File: config.mk
export PLATFORM = sky130hd
export DESIGN_NAME = linear_classifier_confusion_tally
export DESIGN_NICKNAME = d
export VERILOG_FILES = /design/src/design/lcct_pkg.sv /design/src/design/lcct_lane.sv /design/src/design/lcct_merge.sv /design/src/design/lcct_tally.sv /design/src/design/linear_classifier_confusion_tally.sv
export SDC_FILE = /design/constraint.sdc
export NUM_CORES = 2
export LEC_CHECK = 0
export BUFFER_PORTS_ARGS = -buffer_cell sky130_fd_sc_hd__buf_2
export CAP_MARGIN = 25
export CORE_MARGIN = 2
export CORE_UTILIZATION = 35
export CTS_CLUSTER_SIZE = 14
export DETAILED_ROUTE_END_ITERATION = 12
export GPL_TIMING_DRIVEN = 0
export SYNTH_ARGS = -nofsm -noshare
export SYNTH_HDL_FRONTEND = slang
export SYNTH_SLANG_ARGS = --single-unit
File: constraint.sdc
create_clock -name clk -period 16 [get_ports clk]
set_clock_uncertainty 0.1 [all_clocks]
set_input_delay 4.8 -clock clk [delete_from_list [all_inputs] [get_ports clk]]
set_output_delay 4.8 -clock clk [all_outputs]
set_load 0.03 [all_outputs]
File: src/design/lcct_pkg.sv
// shared types and constants for the linear classifier confusion tally
package lcct_pkg;

	localparam int COORD_W   = 16;
	localparam int WEIGHT_W  = 16;
	localparam int PROD_W    = COORD_W + WEIGHT_W;
	localparam int BIAS_W    = 36;
	localparam int MARGIN_W  = 32;
	localparam int D_W       = 38;
	localparam int MAX_DIM   = 4;
	localparam int CFG_IDX_W = 3;
	localparam int CFG_DAT_W = 36;
	localparam int CNT_OUT_W = 16;
	localparam int ERR_W     = 17;
	localparam int ACC_W     = 18;

	localparam logic [CFG_IDX_W-1:0] REG_WEIGHT_A = 3'd0;
	localparam logic [CFG_IDX_W-1:0] REG_WEIGHT_B = 3'd1;
	localparam logic [CFG_IDX_W-1:0] REG_WEIGHT_C = 3'd2;
	localparam logic [CFG_IDX_W-1:0] REG_WEIGHT_D = 3'd3;
	localparam logic [CFG_IDX_W-1:0] REG_BIAS     = 3'd4;
	localparam logic [CFG_IDX_W-1:0] REG_MARGIN   = 3'd5;
	localparam logic [CFG_IDX_W-1:0] REG_INVERT   = 3'd6;

	localparam logic [MARGIN_W-1:0] MARGIN_RESET = 32'd42;

	localparam logic [1:0] CLS_POS  = 2'd0;
	localparam logic [1:0] CLS_NEG  = 2'd1;
	localparam logic [1:0] CLS_ZERO = 2'd2;

	typedef struct packed {
		logic signed [COORD_W-1:0] coord_a;
		logic signed [COORD_W-1:0] coord_b;
		logic signed [COORD_W-1:0] coord_c;
		logic signed [COORD_W-1:0] coord_d;
		logic [1:0]                ground_label;
		logic                      first_of_set;
	} point_t;

	typedef struct packed {
		logic [1:0]           predicted;
		logic [CNT_OUT_W-1:0] true_pos;
		logic [CNT_OUT_W-1:0] false_pos;
		logic [CNT_OUT_W-1:0] false_neg;
		logic [CNT_OUT_W-1:0] true_neg;
		logic [CNT_OUT_W-1:0] unknown;
		logic [ERR_W-1:0]     error_total;
		logic [ACC_W-1:0]     accurate_total;
	} result_t;

	// sideband that rides along the pipeline with each point
	typedef struct packed {
		logic [1:0] ground_label;
		logic       first_of_set;
	} side_t;

endpackage

File: src/design/lcct_lane.sv
// one multiply lane: coordinate times normal component, registered
module lcct_lane (
	input  logic                                 clk,
	input  logic                                 en,
	input  logic signed [lcct_pkg::COORD_W-1:0]  coord,
	input  logic signed [lcct_pkg::WEIGHT_W-1:0] weight,
	output logic signed [lcct_pkg::PROD_W-1:0]   prod_s1
);

	always_ff @(posedge clk) begin
		if (en) begin
			prod_s1 <= coord * weight;
		end
	end

endmodule

File: src/design/lcct_merge.sv
// lane merge: sum of products minus bias, then dead band compare
module lcct_merge #(
	parameter int DIM = 4
) (
	input  logic                                  clk,
	input  logic                                  en_s2,
	input  logic                                  en_s3,
	input  logic signed [lcct_pkg::PROD_W-1:0]    prod_s1 [DIM],
	input  lcct_pkg::side_t                       side_s1,
	input  logic signed [lcct_pkg::BIAS_W-1:0]    bias,
	input  logic        [lcct_pkg::MARGIN_W-1:0]  margin,
	input  logic                                  invert,
	output logic        [1:0]                     pred_s3,
	output lcct_pkg::side_t                       side_s3
);

	logic signed [lcct_pkg::D_W-1:0] acc;
	logic signed [lcct_pkg::D_W-1:0] d_s2;
	lcct_pkg::side_t                 side_s2;
	logic signed [lcct_pkg::D_W-1:0] mar_p;
	logic signed [lcct_pkg::D_W-1:0] mar_n;
	logic                            above;
	logic                            below;
	logic [1:0]                      pred;

	always_comb begin
		acc = lcct_pkg::D_W'(bias);
		acc = -acc;
		for (int i = 0; i < DIM; i++) begin
			acc = acc + lcct_pkg::D_W'(prod_s1[i]);
		end
	end

	always_ff @(posedge clk) begin
		if (en_s2) begin
			d_s2    <= acc;
			side_s2 <= side_s1;
		end
	end

	// inverting d is the same as swapping the two sides of the band
	always_comb begin
		mar_p = lcct_pkg::D_W'($signed({1'b0, margin}));
		mar_n = -mar_p;
		above = d_s2 > mar_p;
		below = d_s2 < mar_n;
		if (invert ? below : above) begin
			pred = lcct_pkg::CLS_POS;
		end else if (invert ? above : below) begin
			pred = lcct_pkg::CLS_NEG;
		end else begin
			pred = lcct_pkg::CLS_ZERO;
		end
	end

	always_ff @(posedge clk) begin
		if (en_s3) begin
			pred_s3 <= pred;
			side_s3 <= side_s2;
		end
	end

endmodule

File: src/design/lcct_tally.sv
// saturating confusion counters and the result register
module lcct_tally #(
	parameter int COUNT_BITS = 16
) (
	input  logic              clk,
	input  logic              arst_n,
	input  logic              count_en,
	input  logic [1:0]        pred,
	input  lcct_pkg::side_t   side,
	output lcct_pkg::result_t res_q
);

	localparam int TOT_W = (COUNT_BITS + 2 > lcct_pkg::ACC_W) ? COUNT_BITS + 2
		: lcct_pkg::ACC_W;

	logic [COUNT_BITS-1:0] tp_q, fp_q, fn_q, tn_q, un_q;
	logic [COUNT_BITS-1:0] tp_n, fp_n, fn_n, tn_n, un_n;
	logic [TOT_W-1:0]      err_sum, acc_sum;
	logic                  gpos, gneg;

	function automatic logic [COUNT_BITS-1:0] sat_inc(input logic [COUNT_BITS-1:0] c);
		return (&c) ? c : c + 1'b1;
	endfunction

	always_comb begin
		gpos = side.ground_label == lcct_pkg::CLS_POS;
		gneg = side.ground_label == lcct_pkg::CLS_NEG;
		if (side.first_of_set) begin
			tp_n = '0; fp_n = '0; fn_n = '0; tn_n = '0; un_n = '0;
		end else begin
			tp_n = tp_q; fp_n = fp_q; fn_n = fn_q; tn_n = tn_q; un_n = un_q;
		end
		if (pred == lcct_pkg::CLS_POS && gpos) begin
			tp_n = sat_inc(tp_n);
		end else if (pred == lcct_pkg::CLS_POS && gneg) begin
			fp_n = sat_inc(fp_n);
		end else if (pred == lcct_pkg::CLS_NEG && gpos) begin
			fn_n = sat_inc(fn_n);
		end else if (pred == lcct_pkg::CLS_NEG && gneg) begin
			tn_n = sat_inc(tn_n);
		end else begin
			un_n = sat_inc(un_n);
		end
		err_sum = TOT_W'(fp_n) + TOT_W'(fn_n);
		acc_sum = TOT_W'(tp_n) + TOT_W'(tn_n) + TOT_W'(un_n);
	end

	always_ff @(posedge clk or negedge arst_n) begin
		if (!arst_n) begin
			tp_q <= '0;
			fp_q <= '0;
			fn_q <= '0;
			tn_q <= '0;
			un_q <= '0;
		end else if (count_en) begin
			tp_q <= tp_n;
			fp_q <= fp_n;
			fn_q <= fn_n;
			tn_q <= tn_n;
			un_q <= un_n;
		end
	end

	always_ff @(posedge clk) begin
		if (count_en) begin
			res_q.predicted      <= pred;
			res_q.true_pos       <= lcct_pkg::CNT_OUT_W'(tp_n);
			res_q.false_pos      <= lcct_pkg::CNT_OUT_W'(fp_n);
			res_q.false_neg      <= lcct_pkg::CNT_OUT_W'(fn_n);
			res_q.true_neg       <= lcct_pkg::CNT_OUT_W'(tn_n);
			res_q.unknown        <= lcct_pkg::CNT_OUT_W'(un_n);
			res_q.error_total    <= err_sum[lcct_pkg::ERR_W-1:0];
			res_q.accurate_total <= acc_sum[lcct_pkg::ACC_W-1:0];
		end
	end

endmodule

File: src/design/linear_classifier_confusion_tally.sv
// top level of the streaming linear classifier with confusion tallies
//
// Each point item carries DIM signed Q8.8 coordinates, its true class and a
// first_of_set flag. The block forms d = sum(coord_i * weight_i) - bias in
// Q22 scale, optionally negated by invert, and predicts positive above
// +margin, negative below -margin and zero inside the band (edges included).
// Five saturating tallies (tp, fp, fn, tn, unknown) are updated per point and
// every point yields exactly one result item with the class, the tallies after
// this point, fp+fn and tp+tn+unknown. A first_of_set point clears the tallies
// before it is counted. Throughput is one point per clock unless res_ready
// stalls the result. The accepting edge loads the multiply lane products,
// then the sum-and-bias adder register, the band compare register and the
// counter update take the point in that order; the counter update loads the
// result and raises res_valid. The counter update is the only loop. Each
// stage holds independently, so bubbles fill while the result waits.
// Configuration is written through wr_en/wr_index/wr_data while idle; the
// user must keep to this, as the block itself does not enforce it.
module linear_classifier_confusion_tally #(
	parameter int DIM        = 4,
	parameter int COUNT_BITS = 16
) (
	input  logic                               clk,
	input  logic                               arst_n,
	// configuration write port
	input  logic                               wr_en,
	input  logic [lcct_pkg::CFG_IDX_W-1:0]     wr_index,
	input  logic [lcct_pkg::CFG_DAT_W-1:0]     wr_data,
	// point channel
	input  logic                               pt_valid,
	output logic                               pt_ready,
	input  lcct_pkg::point_t                   pt,
	// result channel
	output logic                               res_valid,
	input  logic                               res_ready,
	output lcct_pkg::result_t                  res
);

	// configuration registers
	logic signed [lcct_pkg::WEIGHT_W-1:0] weight_q [DIM];
	logic signed [lcct_pkg::BIAS_W-1:0]   bias_q;
	logic        [lcct_pkg::MARGIN_W-1:0] margin_q;
	logic                                 invert_q;

	// pipeline valids and stage enables
	logic v_s1, v_s2, v_s3, res_valid_q;
	logic adv_out, en_s1, en_s2, en_s3, count_en;

	logic signed [lcct_pkg::COORD_W-1:0] coord [lcct_pkg::MAX_DIM];
	logic signed [lcct_pkg::PROD_W-1:0]  prod_s1 [DIM];
	lcct_pkg::side_t                     side_in, side_s1, side_s3;
	logic [1:0]                          pred_s3;

	// register writes; indexes past the list, and unused weights, are dropped
	always_ff @(posedge clk or negedge arst_n) begin
		if (!arst_n) begin
			for (int i = 0; i < DIM; i++) begin
				weight_q[i] <= '0;
			end
			bias_q   <= '0;
			margin_q <= lcct_pkg::MARGIN_RESET;
			invert_q <= 1'b0;
		end else if (wr_en) begin
			for (int i = 0; i < DIM; i++) begin
				if (wr_index == lcct_pkg::CFG_IDX_W'(int'(lcct_pkg::REG_WEIGHT_A) + i)) begin
					weight_q[i] <= $signed(wr_data[lcct_pkg::WEIGHT_W-1:0]);
				end
			end
			if (wr_index == lcct_pkg::REG_BIAS) begin
				bias_q <= $signed(wr_data[lcct_pkg::BIAS_W-1:0]);
			end
			if (wr_index == lcct_pkg::REG_MARGIN) begin
				margin_q <= wr_data[lcct_pkg::MARGIN_W-1:0];
			end
			if (wr_index == lcct_pkg::REG_INVERT) begin
				invert_q <= wr_data[0];
			end
		end
	end

	// each stage moves when it is empty or the next one moves
	assign adv_out  = !res_valid_q || res_ready;
	assign en_s3    = !v_s3 || adv_out;
	assign en_s2    = !v_s2 || en_s3;
	assign en_s1    = !v_s1 || en_s2;
	assign pt_ready = en_s1;
	assign count_en = v_s3 && adv_out;

	always_ff @(posedge clk or negedge arst_n) begin
		if (!arst_n) begin
			v_s1        <= 1'b0;
			v_s2        <= 1'b0;
			v_s3        <= 1'b0;
			res_valid_q <= 1'b0;
		end else begin
			if (en_s1) begin
				v_s1 <= pt_valid;
			end
			if (en_s2) begin
				v_s2 <= v_s1;
			end
			if (en_s3) begin
				v_s3 <= v_s2;
			end
			if (adv_out) begin
				res_valid_q <= v_s3;
			end
		end
	end

	assign res_valid = res_valid_q;

	assign coord[0] = pt.coord_a;
	assign coord[1] = pt.coord_b;
	assign coord[2] = pt.coord_c;
	assign coord[3] = pt.coord_d;

	assign side_in.ground_label = pt.ground_label;
	assign side_in.first_of_set = pt.first_of_set;

	// one multiply lane per coordinate
	for (genvar g = 0; g < DIM; g++) begin : g_lane
		lcct_lane u_lane (
			.clk     (clk),
			.en      (en_s1),
			.coord   (coord[g]),
			.weight  (weight_q[g]),
			.prod_s1 (prod_s1[g])
		);
	end

	always_ff @(posedge clk) begin
		if (en_s1) begin
			side_s1 <= side_in;
		end
	end

	lcct_merge #(
		.DIM (DIM)
	) u_merge (
		.clk     (clk),
		.en_s2   (en_s2),
		.en_s3   (en_s3),
		.prod_s1 (prod_s1),
		.side_s1 (side_s1),
		.bias    (bias_q),
		.margin  (margin_q),
		.invert  (invert_q),
		.pred_s3 (pred_s3),
		.side_s3 (side_s3)
	);

	lcct_tally #(
		.COUNT_BITS (COUNT_BITS)
	) u_tally (
		.clk      (clk),
		.arst_n   (arst_n),
		.count_en (count_en),
		.pred     (pred_s3),
		.side     (side_s3),
		.res_q    (res)
	);

	// a stalled input means every stage holds a point
	a_full_when_stalled: assert property (@(posedge clk) disable iff (!arst_n)
		!pt_ready |-> (v_s1 && v_s2 && v_s3 && res_valid_q))
		else $error("input stalled with an empty stage");

	// a result appears only from a valid compare stage
	a_result_source: assert property (@(posedge clk) disable iff (!arst_n)
		$rose(res_valid) |-> $past(v_s3))
		else $error("result valid without a point in the last stage");

	// the first point of a set leaves exactly one count in the tallies
	a_first_single: assert property (@(posedge clk) disable iff (!arst_n)
		(count_en && side_s3.first_of_set) |=>
		((32'(res.error_total) + 32'(res.accurate_total)) == 32'd1))
		else $error("tallies not restarted on first point of a set");

endmodule
# After elaboration in Yosys (flattened, before gate mapping)
# Cells that the tools add are included.
[word_totals]
regBits = 511
input_bits = 111
out_inout_bits = 119
wordCells = 119
[classes]
add_sub_neg = 14
mul = 4
n_lt_le_gt_ge = 2
n_eq_ne = 8
muxes = 27
n_reduce_logical = 28
[ops]
columns = ["op", "n"]
rows = [
  ["2-to-1 mux 16 bit", 24],
  ["adder 38 x 32 -> 38 bit", 4],
  ["multiplier 16 x 16 -> 32 bit", 4],
  ["adder 16 x 1 -> 16 bit (second input constant)", 5],
  ["AND reduction 16 bit", 5],
  ["greater-than comparator 38 x 33 -> 1 bit", 1],
  ["less-than comparator 38 bit", 1],
  ["negation 32 -> 38 bit", 1],
  ["negation 36 -> 38 bit", 1],
  ["adder 16 x 16 -> 17 bit", 2],
  ["adder 18 x 16 -> 18 bit", 1],
  ["AND reduction 2 bit", 7],
  ["equality test 3 bit (second input constant)", 3],
  ["equality test 3 x 2 -> 1 bit (second input constant)", 2],
  ["logical AND 1 bit", 5],
  ["equality test 2 x 1 -> 1 bit (second input constant)", 2],
  ["zero test 1 bit", 4],
  ["zero test 2 bit", 2],
  ["logical OR 1 bit", 4],
  ["equality test 3 x 1 -> 1 bit (second input constant)", 1],
  ["zero test 3 bit", 1],
  ["2-to-1 mux 1 bit", 2],
  ["2-to-1 mux 2 bit", 1],
]

# Logic depth before layout (Yosys ltp)
[logic_depth]
word_depth = 9
mapped_depth = 28
mapped_depth_nobuf = 25

# By module
# A second synthesis with hierarchy kept.
[unflattened]
cells_unflattened = 6890
hier_area_um2 = 69305.2
[modules_own_cells]
columns = ["module", "n_inst", "cells_each", "area_per_inst_um2", "seq_area_each_um2"]
rows = [
  ["lcct_tally", 1, 1098, 11628.7, 5515.3],
  ["lcct_lane (g_lane[1].u_lane)", 1, 1162, 11041.8, 960.9],
  ["lcct_lane (g_lane[2].u_lane)", 1, 1139, 10981.8, 960.9],
  ["lcct_lane (g_lane[0].u_lane)", 1, 1144, 10874.2, 960.9],
  ["lcct_lane (g_lane[3].u_lane)", 1, 1125, 10856.7, 960.9],
  ["lcct_merge", 1, 918, 8511.9, 1381.3],
  ["linear_classifier_confusion_tally", 1, 304, 5410.2, 3522.1],
]

# Least setup slack after synthesis
# Ideal clock, no wire load.
[synth_path]
kind = "input to output"
start = "in res_ready"
end = "out pt_ready"
arrival_time_ns = 8.826
t_required_ns = 11.100
path_slack_ns = 2.274
cell_stages = 2
path_cell_list = "nor2b_1 > nand4_1"
[synth_via]
elab_chain_cells = 4
[synth_lines]
columns = ["element", "line", "source"]
rows = [
  ["from (decl)", "linear_classifier_confusion_tally.sv:34", "input logic res_ready,"],
  ["logical OR 1 bit", "linear_classifier_confusion_tally.sv:81", "assign adv_out = !res_valid_q || res_ready;"],
  ["logical OR 1 bit", "linear_classifier_confusion_tally.sv:82", "assign en_s3 = !v_s3 || adv_out;"],
  ["logical OR 1 bit", "linear_classifier_confusion_tally.sv:83", "assign en_s2 = !v_s2 || en_s3;"],
  ["logical OR 1 bit", "linear_classifier_confusion_tally.sv:84", "assign en_s1 = !v_s1 || en_s2;"],
  ["to (decl)", "linear_classifier_confusion_tally.sv:30", "output logic pt_ready,"],
]
# Every way passes these cells.

# Final worst setup path
[layout_path]
start = "in pt[18] in the netlist's numbering"
end = "reg g_lane[3].u_lane.prod_s1[31] in the netlist's numbering (data pin)"
[layout_via]
elab_chain_cells = 1
[layout_lines]
columns = ["element", "line", "source"]
rows = [
  ["from (decl)", "linear_classifier_confusion_tally.sv:31", "input lcct_pkg::point_t pt,"],
  ["multiplier 16 x 16 -> 32 bit", "lcct_lane.sv:12", "prod_s1 <= coord * weight;"],
  ["to (signal assigned)", "lcct_lane.sv:12", ""],
  ["to (decl)", "lcct_lane.sv:7", "output logic signed [lcct_pkg::PROD_W-1:0] prod_s1"],
]
# Every way passes these cells.
# A chain may end at the register's enable or synchronous reset.

==> results.md <==
- Synth Net Count: 8,456
- Status: complete, no violations
- Global-route wire length before repair: 299,300 um
- EDFF count, synth: 294
- Routed WL: 190,000 um
- Post-CTS Resized: 0
- Clk root buf: clkbuf_16
- HP Start: u_merge.side_s2[2]$_DFFE_PP_
- Post-Synthesis Cells: 6,696
- Layout cell share with drive strength beyond 1: 0.07726
- Horiz. Die Dim: 443.3 um
- Top cells by count, synth: inv_1 (1,363), fa_1 (1,160), nand2_1 (709), and2_1 (512), ha_1 (489)
- # nets final: 8,765
- Initial core utilization: 0.3515
- CP Max Fanout: 10
- CP Capture Type: register
- Yosys top cell area share: 0.3437
- Cell area after synthesis: 67,560 sq um
- Vias in the first global route: 50,630
- Gr ovfl total: 0
- Worst-Skew Late Latency: 0.69 ns
- Clock Sinks: 511
- Relative slew slack: 0.2791
- Setup-failing EPs final: 0
- Measured slew at the worst slew-check pin: 1.066 ns
- Buf/Inv on CP: 3
- FF-to-FF path depth: 22
- Cell family with most CP delay: adder cells
- CP Launch Point: pt[18]
- CP Cell Sequence: buf_2, clkbuf_1, nand2_1, inv_1, fa_1, fa_1, fa_1, fa_1, fa_1, fa_1, ha_1, and2_1, a22o_1, or2_2, a21oi_1, o21ai_0, a211oi_1, a21oi_1, xnor2_1
- Vias per cell: 4.978
- Gpl congestion: 0.9429
- Setup_tns: 0 ns
- Slowest CP cell: fa_1
- WHS Path Cells: 0
- WS Path Type: primary input to register
- Ys Warns: 0
- Area grow syn2layout: 9.873%
- Largest cells by area after synthesis: fa_1 (34%), edfxtp_1 (13%), ha_1 (9.1%), dfrtp_1 (7.9%), inv_1 (7.6%)
- HP Class: register to register
- Register area share after synthesis: 0.2111
- CTS tree: built
- Asr flop ratio synth: 0.4247
- Port buffer count: 227
- Startpoint class of the critical path: primary input
- Clock slew seen by the registers of the worst setup and hold paths: 0.06 ns
- Max stage delay on crit path: 0.90 ns
- Finished Core Util: 0.3862
- Post-DR wirelength/cell: 19.81 um
- Main synth FF type: edfxtp_1
- H-tree Lvls: 2
- IO Count: 230
- Initial antenna violation count: 20
- CP Data Required Time: 16.28 ns
- Site Rows: 161
- Vias: 47,740
- Worst hold margin: 0.3190 ns
- Largest net degree at the start of global routing: 82
- Drt first pass iters: 5
- Core area: 192,200 sq um
- CP dominant cell by count: fa_1
- RSZ-0062 raised after global routing: false
- Min Tclk post-route: 11.53 ns
- Flops & latches, synth: 511
- Antenna viol nets, final: 0
- DIE AREA: 196,600 sq um
- Final period util: 0.7207
- Post CTS Setup Buffer Count: 0
- Post-synth cell types: 95
- RR Startpoint: weight_q[8]$_DFFE_PN0P_
- Levels on crit path: 19
- Final Slew Violations: 0
- DRC: 0
- Die Y: 443.3 um
- CTS hold repair buffers: 0
- Clock buffer depth: 3
- FILL cells: 19,230
- Num CTS Buffers: 59
- MaxCap Viol Count: 0
- Tot GR Track Use: 0.1975
- DRT iter0 DRCs: 3,270
- Hpwl dp: 158,200 um
- Syn Area/Cell: 10.09 sq um
- Final Hold Vio Count: 0
- Fmax: 86.72 MHz
- Post-synth top area cell: fa_1
- Most common cell in the synthesized netlist: inv_1
- Critical Path AT: 11.81 ns
worst paths after layout:
check / end / slack, ns
hold / removal: u_merge.side_s3[2]$_DFFE_PP_ / 0.32
setup reg to reg: g_lane[3].u_lane.prod_s1[30]$_DFFE_PP_ / 8.23
min in group asynchronous: weight_q[4]$_DFFE_PN0P_ / 3.98
setup / recovery: g_lane[3].u_lane.prod_s1[31]$_DFFE_PP_ / 4.47
max in group asynchronous: weight_q[43]$_DFFE_PN0P_ / 10.52
hold reg to reg: u_merge.side_s3[2]$_DFFE_PP_ / 0.32
registers in the layout, summed over array words and instances, names as in the netlist, 2 cells and up:
name                   cells
u_merge.pred_s3            2
u_merge.d_s2              38
u_tally.res_q            117
margin_q                  32
weight_q                  64
g_lane.u_lane.prod_s1    128
bias_q                    36
u_tally.tp_q              16
side_s1                    3
u_merge.side_s2            3
u_merge.side_s3            3
u_tally.un_q              16
u_tally.tn_q              16
u_tally.fn_q              16
u_tally.fp_q              16
metal layers:
layer,routed length (um),track usage,up-vias
met5,0,0,-
met1,78680,0.2606,24350
li1,-,-,21600
met4,6563,0.06371,0
met2,92450,0.3330,1501
met3,12340,0.02934,291
cell type report:
type / count / area [sq um] / share of cell area
antenna: 11 / 27.53 / 0.0003708
buffer: 197 / 744.5 / 0.01003
clock buffer: 75 / 1577 / 0.02124
clock inverter: 35 / 385.4 / 0.005192
inverter: 1366 / 5127 / 0.06908
multi-input combinational: 4622 / 47450 / 0.6392
sequential: 511 / 14260 / 0.1921
tap: 2526 / 3161 / 0.04258
timing repair buffer: 248 / 1496 / 0.02016
placed cells by master (no fill, tap or decap), types with 32 or more instances in the layout:
cell type  synthesis  layout
a21o_1            68      68
a21oi_1          157     157
and2_1           512     512
and3_1            32      32
buf_2              3     231
clkbuf_1         190     202
clkbuf_16          0      59
dfrtp_1          214     214
edfxtp_1         294     294
fa_1            1160    1160
ha_1             489     489
inv_1           1363    1363
mux2_2           143     143
nand2_1          709     709
nand2b_1          67      67
nand3_1           62      61
nand4_1           42      42
nor2_1           254     254
nor2b_1           50      50
nor3_1            71      70
o21a_1            33      33
o21ai_0          106     106
o31ai_1           40      40
xnor2_1          237     237
xor2_1            64      64
cells by family after synthesis:
family / share of synthesized area
adders and majority gates: 0.4343
AOI/OAI and AO/OA: 0.06008
muxes: 0.02710
buffers and inverters: 0.08690
and+or+nand+nor: 0.1412
DFF: 0.2111
xor gates and xnor gates: 0.03926
per-stage QoR:
stage               setup WS [ns]  instance area [sq um]  instances
global route                4.105                  74210       9586
CTS                         4.093                  74170       9577
global placement           -1.613                  71850       9449
finish                      4.469                  74230       9591
floorplan                   2.274                  67560       6696
detailed placement          3.711                  72210       9467
Power is left out: the tool's default activity adds up to more than one toggle a clock period on the data nets, which glitch-free logic cannot reach.
